==> src/rtl/core/atclp_pkg.sv <==
package atclp_pkg;
    localparam int CMD_SLOTS_DEF   = 4;
    localparam int MOD_SLOTS_DEF   = 4;
    localparam int VALUE_SLOTS_DEF = 8;
    localparam int TOKEN_MAX_DEF   = 16;

    localparam logic [31:0] HASH_SEED = 32'd4321;
    localparam logic [7:0] CH_A     = 8'h41;
    localparam logic [7:0] CH_Z     = 8'h5A;
    localparam logic [7:0] CH_MINUS = 8'h2D;
    localparam logic [7:0] CH_COMMA = 8'h2C;
    localparam logic [7:0] CH_LF    = 8'h0A;
    localparam logic [7:0] CH_CR    = 8'h0D;
    localparam logic [7:0] CH_0     = 8'h30;
    localparam logic [7:0] CH_9     = 8'h39;
    localparam logic [4:0] PREFIX_LEN = 5'd3;
    localparam logic [3:0] RESULT_CAP = 4'd8;

    localparam logic [2:0] REG_PREFIX = 3'd0;
    localparam logic [2:0] REG_CMD0   = 3'd1;
    localparam logic [2:0] REG_CMD1   = 3'd2;
    localparam logic [2:0] REG_CMD2   = 3'd3;
    localparam logic [2:0] REG_CMD3   = 3'd4;
    localparam logic [2:0] REG_MODS   = 3'd5;
    localparam logic [2:0] REG_MINLEN = 3'd6;
    localparam logic [2:0] REG_MAXLEN = 3'd7;

    typedef enum logic [8:0] {
        ST_IDLE     = 9'b000000001,
        ST_PREFIX   = 9'b000000010,
        ST_COMMAND  = 9'b000000100,
        ST_MODIFIER = 9'b000001000,
        ST_DATA     = 9'b000010000,
        ST_NUMBER   = 9'b000100000,
        ST_ERROR    = 9'b001000000,
        ST_RESET    = 9'b010000000,
        ST_EMIT     = 9'b100000000
    } state_t;

    // datapath commands from the controller
    typedef struct packed {
        logic hash_seed_a;   // hash = seed*5+c, len = 1
        logic hash_step;     // hash = hash*5+c, len++
        logic clr_token;
        logic clr_line;
        logic num_start;
        logic num_step;
        logic store;
        logic set_cmd;
        logic set_mod;
        logic emit_start;
        logic emit_err;
        logic emit_next;
    } dp_cmd_t;

    typedef struct packed {
        logic       prefix_done;  // len+1 >= 3
        logic       prefix_ok;
        logic       len_at_lim;
        logic       cmd_hit;
        logic       mod_hit;
        logic       out_busy;     // result waiting or store read in flight
        logic       emit_last;
    } dp_stat_t;
endpackage

==> src/rtl/core/atclp_ctrl.sv <==
module atclp_ctrl
    import atclp_pkg::*;
(
    input  logic     aclk,
    input  logic     aresetn,
    input  logic     in_valid,
    output logic     in_ready,
    input  logic [7:0] ch,
    input  dp_stat_t stat,
    output dp_cmd_t  cmd
);
    state_t state_reg, state_next;
    logic is_digit, is_letter, is_eol, acc;

    assign is_digit  = (ch >= CH_0) && (ch <= CH_9);
    assign is_letter = (ch >= CH_A) && (ch <= CH_Z);
    assign is_eol    = (ch == CH_LF) || (ch == CH_CR);
    // no new beat while results are pending
    assign in_ready  = !stat.out_busy && (state_reg != ST_EMIT);
    assign acc       = in_valid && in_ready;

    always_comb begin
        state_next = state_reg;
        cmd = '0;
        case (state_reg)
            ST_IDLE: begin
                if (acc && ch == CH_A) begin
                    cmd.hash_seed_a = 1'b1;
                    state_next = ST_PREFIX;
                end
            end
            ST_PREFIX: begin
                if (acc) begin
                    if (stat.prefix_done) begin
                        if (stat.prefix_ok) begin
                            cmd.clr_token = 1'b1;
                            state_next = ST_COMMAND;
                        end else begin
                            state_next = ST_ERROR;
                        end
                    end else begin
                        cmd.hash_step = 1'b1;
                    end
                end
            end
            ST_COMMAND: begin
                if (acc) begin
                    if (!is_letter || stat.len_at_lim) begin
                        state_next = ST_ERROR;
                    end else if (stat.cmd_hit) begin
                        cmd.set_cmd = 1'b1;
                        cmd.clr_token = 1'b1;
                        state_next = ST_MODIFIER;
                    end else begin
                        cmd.hash_step = 1'b1;
                    end
                end
            end
            ST_MODIFIER: begin
                if (acc) begin
                    if (stat.mod_hit) begin
                        cmd.set_mod = 1'b1;
                        state_next = ST_DATA;
                    end else begin
                        state_next = ST_ERROR;
                    end
                end
            end
            ST_DATA: begin
                if (acc) begin
                    if (is_digit || ch == CH_MINUS) begin
                        if (stat.len_at_lim) begin
                            state_next = ST_ERROR;
                        end else begin
                            cmd.num_start = 1'b1;
                            state_next = ST_NUMBER;
                        end
                    end else if (is_eol) begin
                        cmd.emit_start = 1'b1;
                        state_next = ST_EMIT;
                    end else begin
                        state_next = ST_ERROR;
                    end
                end
            end
            ST_NUMBER: begin
                if (acc) begin
                    if (is_digit) begin
                        if (stat.len_at_lim) begin
                            state_next = ST_ERROR;
                        end else begin
                            cmd.num_step = 1'b1;
                        end
                    end else if (is_eol) begin
                        cmd.store = 1'b1;
                        // store lands this edge; emission starts next cycle
                        state_next = ST_EMIT;
                    end else if (ch == CH_COMMA) begin
                        cmd.store = 1'b1;
                        cmd.clr_token = 1'b1;
                        state_next = ST_DATA;
                    end else begin
                        state_next = ST_ERROR;
                    end
                end
            end
            ST_ERROR: begin
                if (acc) begin
                    cmd.clr_token = 1'b1;
                    cmd.emit_err = 1'b1;
                    state_next = ST_RESET;
                end
            end
            ST_EMIT: begin
                // walks the store, one result loaded per free output slot
                if (!stat.out_busy) begin
                    cmd.emit_next = 1'b1;
                    if (stat.emit_last) state_next = ST_RESET;
                end
            end
            ST_RESET: begin
                if (acc && is_eol) begin
                    cmd.clr_line = 1'b1;
                    state_next = ST_IDLE;
                end
            end
            default: state_next = ST_IDLE;
        endcase
    end

    always_ff @(posedge aclk) begin
        if (!aresetn) state_reg <= ST_IDLE;
        else          state_reg <= state_next;
    end
endmodule

==> src/rtl/core/atclp_dp.sv <==
module atclp_dp
    import atclp_pkg::*;
#(
    parameter int CMD_SLOTS   = CMD_SLOTS_DEF,
    parameter int MOD_SLOTS   = MOD_SLOTS_DEF,
    parameter int VALUE_SLOTS = VALUE_SLOTS_DEF,
    parameter int TOKEN_MAX   = TOKEN_MAX_DEF
)(
    input  logic        aclk,
    input  logic        aresetn,
    input  logic [7:0]  ch,
    input  dp_cmd_t     cmd,
    output dp_stat_t    stat,
    input  logic [31:0] prefix_hash,
    input  logic [31:0] cmd_hash [4],
    input  logic [31:0] mod_chars,
    input  logic [4:0]  min_len,
    input  logic [4:0]  max_len,
    output logic        m_tvalid,
    input  logic        m_tready,
    output logic [47:0] m_tdata,
    output logic        m_tlast
);
    localparam int VW = $clog2(VALUE_SLOTS + 1);
    localparam int AW = (VALUE_SLOTS > 1) ? $clog2(VALUE_SLOTS) : 1;
    localparam logic [4:0] TOK_MAX = 5'(TOKEN_MAX);

    logic [4:0]  len_reg;
    logic [31:0] hash_reg, acc_reg;
    logic        neg_reg, ovf_reg;
    logic [1:0]  mcmd_reg, mmod_reg;
    logic [VW-1:0] total_reg;
    logic [31:0] store_mem [VALUE_SLOTS];
    logic [3:0]  k_reg;          // next result index
    logic        out_v_reg;
    logic [47:0] out_d_reg;
    logic        out_l_reg;
    logic        rd_v_reg;       // read data of store is in flight
    logic [31:0] rd_data_reg;
    logic        rd_last_reg;
    logic [2:0]  rd_k_reg;

    logic [31:0] hash_next, hash5;
    logic [4:0]  len_inc, lim;
    logic [3:0]  n_emit, tot4;
    logic [1:0]  cmd_idx, mod_idx;
    logic        cmd_hit, mod_hit;
    logic [31:0] sval;
    logic [3:0]  digit;

    assign hash5     = {hash_reg[29:0], 2'b00} + hash_reg;
    assign hash_next = hash5 + {24'd0, ch};
    assign len_inc   = len_reg + 5'd1;
    assign lim       = (max_len < TOK_MAX) ? max_len : TOK_MAX;
    assign digit     = 4'(ch - CH_0);
    assign sval      = neg_reg ? (32'd0 - acc_reg) : acc_reg;
    assign tot4      = 4'(total_reg);
    assign n_emit    = (32'(total_reg) > 32'(RESULT_CAP)) ? RESULT_CAP : tot4;

    always_comb begin
        cmd_hit = 1'b0;
        cmd_idx = '0;
        for (int i = CMD_SLOTS - 1; i >= 0; i--) begin
            if (cmd_hash[i] == hash_next) begin
                cmd_hit = 1'b1;
                cmd_idx = 2'(i);
            end
        end
        if (len_inc < min_len) cmd_hit = 1'b0;
        mod_hit = 1'b0;
        mod_idx = '0;
        for (int i = MOD_SLOTS - 1; i >= 0; i--) begin
            if (mod_chars[8*i +: 8] == ch) begin
                mod_hit = 1'b1;
                mod_idx = 2'(i);
            end
        end
    end

    assign stat.prefix_done = (len_inc >= PREFIX_LEN);
    assign stat.prefix_ok   = (hash_next == prefix_hash);
    assign stat.len_at_lim  = (len_reg >= lim);
    assign stat.cmd_hit     = cmd_hit;
    assign stat.mod_hit     = mod_hit;
    assign stat.out_busy    = out_v_reg || rd_v_reg;
    assign stat.emit_last   = (n_emit == 4'd0) || (k_reg + 4'd1 >= n_emit);

    always_ff @(posedge aclk) begin
        if (!aresetn) begin
            len_reg   <= '0;
            hash_reg  <= HASH_SEED;
            acc_reg   <= '0;
            neg_reg   <= 1'b0;
            mcmd_reg  <= '0;
            mmod_reg  <= '0;
            total_reg <= '0;
            ovf_reg   <= 1'b0;
            k_reg     <= '0;
        end else begin
            if (cmd.hash_seed_a) begin
                hash_reg <= hash_next;
                len_reg  <= 5'd1;
            end
            if (cmd.hash_step) begin
                hash_reg <= hash_next;
                len_reg  <= len_inc;
            end
            if (cmd.num_start) begin
                len_reg <= len_inc;
                neg_reg <= (ch == CH_MINUS);
                acc_reg <= (ch == CH_MINUS) ? 32'd0 : {28'd0, digit};
            end
            if (cmd.num_step) begin
                len_reg <= len_inc;
                acc_reg <= {acc_reg[28:0], 3'b000} + {acc_reg[30:0], 1'b0}
                           + {28'd0, digit};
            end
            if (cmd.set_cmd) mcmd_reg <= cmd_idx;
            if (cmd.set_mod) mmod_reg <= mod_idx;
            if (cmd.store) begin
                if (total_reg < VW'(VALUE_SLOTS)) total_reg <= total_reg + VW'(1);
                else                              ovf_reg <= 1'b1;
            end
            if (cmd.clr_token || cmd.clr_line) begin
                len_reg  <= '0;
                hash_reg <= HASH_SEED;
                acc_reg  <= '0;
                neg_reg  <= 1'b0;
            end
            if (cmd.clr_line) begin
                mcmd_reg  <= '0;
                mmod_reg  <= '0;
                total_reg <= '0;
                ovf_reg   <= 1'b0;
            end
            if (cmd.emit_start || cmd.store) k_reg <= '0;
            else if (cmd.emit_next)          k_reg <= k_reg + 4'd1;
        end
    end

    always_ff @(posedge aclk) begin
        if (cmd.store && total_reg < VW'(VALUE_SLOTS))
            store_mem[total_reg[AW-1:0]] <= sval;
        rd_data_reg <= store_mem[AW'(k_reg)];
        rd_last_reg <= stat.emit_last;
        rd_k_reg    <= k_reg[2:0];
    end

    always_ff @(posedge aclk) begin
        if (!aresetn) begin
            rd_v_reg  <= 1'b0;
            out_v_reg <= 1'b0;
        end else begin
            rd_v_reg <= cmd.emit_next;
            if (cmd.emit_err) begin
                out_v_reg <= 1'b1;
                out_d_reg <= {47'd0, 1'b1};
                out_l_reg <= 1'b1;
            end else if (rd_v_reg) begin
                out_v_reg <= 1'b1;
                out_l_reg <= rd_last_reg;
                if (n_emit == 4'd0)
                    out_d_reg <= {3'd0, ovf_reg, 4'd0, 32'd0, 3'd0,
                                  mmod_reg, mcmd_reg, 1'b0};
                else
                    out_d_reg <= {3'd0, ovf_reg, tot4, rd_data_reg, rd_k_reg,
                                  mmod_reg, mcmd_reg, 1'b0};
            end else if (out_v_reg && m_tready) begin
                out_v_reg <= 1'b0;
            end
        end
    end

    assign m_tvalid = out_v_reg;
    assign m_tdata  = out_d_reg;
    assign m_tlast  = out_l_reg;
endmodule

==> src/rtl/core/at_command_line_parser_top.sv <==
// An end of line starts the result run after the store write; each result passes
// through a registered store read and then the output register.
// Throughput: one character per cycle; while results are pending the input stalls,
// and each result is read from the store, loaded and handed off before the next is read.
// Reset: aresetn synchronous, active low; sets config registers to defaults, clears parser state.
module at_command_line_parser_top
    import atclp_pkg::*;
#(
    parameter int COMMAND_SLOTS  = CMD_SLOTS_DEF,
    parameter int MODIFIER_SLOTS = MOD_SLOTS_DEF,
    parameter int VALUE_SLOTS    = VALUE_SLOTS_DEF,
    parameter int TOKEN_MAX      = TOKEN_MAX_DEF
)(
    input  logic        aclk,
    input  logic        aresetn,
    input  logic        s_tvalid,
    output logic        s_tready,
    input  logic [7:0]  s_tdata,   // char_in
    output logic        m_tvalid,
    input  logic        m_tready,
    // status, cmd_slot, mod_slot, value_slot, arg_value, arg_count, args_dropped
    output logic [47:0] m_tdata,
    output logic        m_tlast,
    input  logic        psel,
    input  logic        penable,
    input  logic        pwrite,
    input  logic [4:0]  paddr,
    input  logic [31:0] pwdata,
    output logic [31:0] prdata,
    output logic        pready
);
    logic [31:0] prefix_reg, mods_reg;
    logic [31:0] cmd_reg [4];
    logic [4:0]  minl_reg, maxl_reg;
    dp_cmd_t  cmd;
    dp_stat_t stat;
    logic [2:0] ridx;

    assign pready = 1'b1;
    assign ridx   = paddr[4:2];

    always_ff @(posedge aclk) begin
        if (!aresetn) begin
            prefix_reg <= '0;
            mods_reg   <= '0;
            for (int i = 0; i < 4; i++) cmd_reg[i] <= '0;
            minl_reg   <= 5'd1;
            maxl_reg   <= 5'd16;
        end else if (psel && penable && pwrite) begin
            case (ridx)
                REG_PREFIX: prefix_reg <= pwdata;
                REG_CMD0:   cmd_reg[0] <= pwdata;
                REG_CMD1:   cmd_reg[1] <= pwdata;
                REG_CMD2:   cmd_reg[2] <= pwdata;
                REG_CMD3:   cmd_reg[3] <= pwdata;
                REG_MODS:   mods_reg   <= pwdata;
                REG_MINLEN: minl_reg   <= pwdata[4:0];
                REG_MAXLEN: maxl_reg   <= pwdata[4:0];
                default: ;
            endcase
        end
    end

    always_comb begin
        case (ridx)
            REG_PREFIX: prdata = prefix_reg;
            REG_CMD0:   prdata = cmd_reg[0];
            REG_CMD1:   prdata = cmd_reg[1];
            REG_CMD2:   prdata = cmd_reg[2];
            REG_CMD3:   prdata = cmd_reg[3];
            REG_MODS:   prdata = mods_reg;
            REG_MINLEN: prdata = {27'd0, minl_reg};
            REG_MAXLEN: prdata = {27'd0, maxl_reg};
            default:    prdata = '0;
        endcase
    end

    atclp_ctrl u_ctrl (
        .aclk     (aclk),
        .aresetn  (aresetn),
        .in_valid (s_tvalid),
        .in_ready (s_tready),
        .ch       (s_tdata),
        .stat     (stat),
        .cmd      (cmd)
    );

    atclp_dp #(
        .CMD_SLOTS   (COMMAND_SLOTS),
        .MOD_SLOTS   (MODIFIER_SLOTS),
        .VALUE_SLOTS (VALUE_SLOTS),
        .TOKEN_MAX   (TOKEN_MAX)
    ) u_dp (
        .aclk        (aclk),
        .aresetn     (aresetn),
        .ch          (s_tdata),
        .cmd         (cmd),
        .stat        (stat),
        .prefix_hash (prefix_reg),
        .cmd_hash    (cmd_reg),
        .mod_chars   (mods_reg),
        .min_len     (minl_reg),
        .max_len     (maxl_reg),
        .m_tvalid    (m_tvalid),
        .m_tready    (m_tready),
        .m_tdata     (m_tdata),
        .m_tlast     (m_tlast)
    );
endmodule

==> config.mk <==
export PLATFORM = sky130hd
export DESIGN_NAME = at_command_line_parser_top
export DESIGN_NICKNAME = d
export VERILOG_FILES = /design/src/rtl/core/atclp_pkg.sv /design/src/rtl/core/atclp_ctrl.sv /design/src/rtl/core/atclp_dp.sv /design/src/rtl/core/at_command_line_parser_top.sv
export SDC_FILE = /design/constraint.sdc
export NUM_CORES = 1
export LEC_CHECK = 0
export BUFFER_PORTS_ARGS = -buffer_cell sky130_fd_sc_hd__buf_2
export CAP_MARGIN = 10
export CORE_ASPECT_RATIO = 0.8
export CORE_MARGIN = 2
export CORE_UTILIZATION = 60
export CTS_CLUSTER_SIZE = 24
export DETAILED_ROUTE_END_ITERATION = 16
export PLACE_DENSITY_LB_ADDON = 0.25
export SLEW_MARGIN = 20
export SYNTH_ARGS = -nofsm -noshare
export SYNTH_HDL_FRONTEND = slang
export SYNTH_SLANG_ARGS = --single-unit
==> constraint.sdc <==
create_clock -name aclk -period 5.7 [get_ports aclk]
set_input_delay 0.57 -clock aclk [delete_from_list [all_inputs] [get_ports aclk]]
set_output_delay 0.57 -clock aclk [all_outputs]
set_load 0.02 [all_outputs]
==> summary.md <==
| Metric | Value |
|---|---|
| Outcome | `complete, no violations` |
| Core area | `55,500 sq um` |
| Worst slew pin tran | `1.19 ns` |
| Total global-route track usage | `38.9%` |
| Avg Inst Size Synth | `10.1 sq um` |
| Syn. warnings | `0` |
| Clk slew on worst S/H paths | `0.07 ns` |
| P_leak | `0.0153 uW` |
| Setup Viol. Count Final | `0` |
| Final period util | `98.7%` |
| Bufs on Longest Clock Path | `3` |
| Crit path time final | `5.63 ns` |
| CP max-delay cell | `a2111oi_4` |
| Die Area | `58,300 sq um` |
| Vias in the first global route | `27,145` |
| Drt first pass iters | `8` |
| Layout Nets | `3,749` |
| Via count | `28,520` |
| Clock power frac | `45.1%` |
| Min-delay worst type | `primary input to register` |
| Crit path depth | `22` |
| Layout Utilization | `70.0%` |
| CTS tree | `done` |
| Vias/cell | `6.54` |
| Endpoints failing hold | `0` |
| R2R depth | `22` |
| Top FF cell, synth | `dfxtp_1` |
| CP Capture Type | `register` |
| CP peak stage delay | `0.52 ns` |
| Max Clk Rate | `178 MHz` |
| Final slew viol count | `0` |
| First-pass GRT wire length | `171,000 um` |
| GP Congestion | `1.02` |
| Clock skew | `0.0248 ns` |
| Sw Ratio | `23.5%` |
| Placed Cells | `4,243` |
| Cell row count | `77` |
| Place WS | `-0.504 ns` |
| Crit path launch type | `register` |
| P_int | `7450 uW` |
| Synth Register Bits | `634` |
| Cells after synthesis | `3,335` |
| Max_cap viols | `0` |
| Register area share after synthesis | `46.5%` |
| NetSw | `2290 uW` |
| Final setup TNS | `0 ns` |
| Fillers | `4,098` |
| Die Y | `216 um` |
| Wire length per cell | `26.4 um` |
| Root buf cell | `clkbuf_16` |
| PD cells | `251 nW/um^2` |
| Final Worst Setup Slack | `0.0731 ns` |
| Initial Util | `61.0%` |
| CTS Sinks | `634` |
| Initial antenna violation count | `6` |
| Remaining global-route overflow | `0` |
| Commonest non-fill, non-tap cell in the layout | `nand2_1` |
| Worst-Skew Late Latency | `0.65 ns` |
| Worst Path Arrival | `6.14 ns` |
| Inserted Clock Buffers | `61` |
| I/O pin total | `136` |
| Finished Layout Cells | `4,361` |
| Post-route antenna net violation count | `0` |
| Post-DP HPWL | `80,700 um` |
| Peak supply drop | `308 uV` |
| Ys async rst share | `0%` |
| Port-buffer cells | `129` |
| Hold depth | `3` |
| Worst Path Buf+Inv | `8` |
| Largest delay share family, worst path | `simple AND/OR/NAND/NOR gates` |
| Number of distinct library cells after synthesis | `96` |
| Largest net degree at the start of global routing | `123` |
| Mapped Area | `33,800 sq um` |
| Fraction of layout cells with a size suffix above 1 | `18.2%` |
| Residual DRC | `0` |
| Worst EP required | `6.21 ns` |
| CP max FO | `18` |
| Starting DRT DRC Count | `3,941` |
| Logic pwr share | `6.1%` |
| Die Wd | `269 um` |
| Flip-flop count of the largest register after layout | `256` |
| Commonest cells after routing, fill and taps aside | `nand2_1, a21oi_1, dfxtp_1, edfxtp_1, buf_4` |
| Crit Path Category | `register to register` |
| Total wire length | `115,000 um` |
| Sequential share of power | `48.8%` |
| H-tree depth | `2` |
| Number of flops mapped to enable cells by yosys | `302` |
| Slew margin rel. | `20.5%` |
| CP cell instances | `inv_1 > fa_1 > inv_1 > fa_1 > xor2_1 > xnor2_1 > nand4_1 > a2111oi_4 > buf_4 > nand4_1 > nor4b_1 > buf_4 > nand4_1 > nor4_1 > buf_4 > nand4b_1 > buf_4 > and4_4 > o41ai_4 > buf_4 > buf_12 > a211oi_1` |
| Layout area overhead | `14.8%` |
| Worst path most repeated cell | `buf_4` |
power by group through the flow:
stage                     Sequential [uW]  Clock, uW  Combinational [uW]
final                                4750       4390                 593
after global routing                 4750       4570                 613
after global placement               4850          0                 548
after CTS                            4750       4420                 559
after floorplan                      4850          0                 304
after detailed placement             4850          0                 555
Yosys cell counts, types with 9 or more instances:
library cell  count  area share (%)
a21o_1           28            0.62
a31oi_1          13            0.24
o22ai_1          24            0.44
mux4_2           64             4.3
o31ai_1          16            0.36
mux2_2           56             1.9
nor4_1           24            0.44
nor3_1           48            0.71
and3_1           22            0.41
mux2i_1          85             2.5
fa_1              9            0.53
nand4_1          45            0.83
edfxtp_1        302              27
nor3b_1          14            0.31
buf_2            16            0.24
nor2b_1          18            0.33
nand2b_1         27            0.50
ha_1            132             4.9
and2_1           51            0.94
nand3_1          68             1.0
xnor2_1         148             3.8
clkbuf_1        154             1.7
or3_1            26            0.48
inv_1            62            0.69
nor4b_1           9            0.23
a2111oi_0        13            0.34
o21ai_0          76             1.1
xnor3_1          24             1.6
o21a_1           14            0.31
o21bai_1         11            0.24
buf_1            18            0.20
o211ai_1         13            0.29
xor2_1           81             2.1
nand2_1         513             5.7
a22oi_1          35            0.78
dfxtp_1         332              20
a211oi_1         27            0.60
a21oi_1         333             4.9
nor2_1          221             2.5
worst paths after layout:
check                   start           endpoint  slack [ns]
max          u_dp.hash_reg[0]  u_dp.hash_reg[22]        0.07
min                pwdata[11]     prefix_reg[11]        0.20
max reg2reg  u_dp.hash_reg[0]  u_dp.hash_reg[22]        0.07
min reg2reg       cmd_reg[99]        cmd_reg[99]        0.48
what timing repair did:
action	CTS	global route
resized for setup	1	27
cloned	0	0
pin swaps	0	5
setup buffers	0	0
setup endpoints to repair	27	80
hold buffers	0	0
metrics by stage:
stage | total power [uW] | hold WS (ns) | area [sq um]
after global placement | 5400 | 0.445 | 36500
after detailed placement | 5410 | 0.465 | 36500
after global routing | 9940 | 0.223 | 38800
final | 9740 | 0.203 | 38800
after floorplan | 5150 | 0.329 | 33800
after CTS | 9730 | 0.192 | 38700
cells by family after synthesis:
kind of cell	synth area share (%)
adder cells (fa/ha/maj)	5.42
buffers and inverters	3.15
AO/OA/AOI/OAI	13.1
other	0.0222
flip-flops	46.5
multiplexers	8.64
XOR/XNOR	7.81
AND/OR/NAND/NOR	15.4
area by class of cell:
class | count | area [sq um] | area share (%)
inverter | 63 | 241 | 0.622
tap | 750 | 938 | 2.42
sequential | 634 | 15700 | 40.5
clock inverter | 39 | 504 | 1.30
timing repair buffer | 356 | 2450 | 6.30
antenna | 2 | 5.00 | 0.0129
clock buffer | 77 | 1680 | 4.32
multi-input combinational | 2440 | 17300 | 44.5
worst min-delay path, stage by stage:
cell     delay (ns)
buf_2          0.13
nand2_1        0.06
a21oi_1        0.05
routing by layer:
layer,track usage [%],part of all wire (%)
met3,11.0,13
met1,58.8,43
met2,54.6,41
met5,0,0.035
met4,10.1,2.6
(Power assumes the default switching activity.)
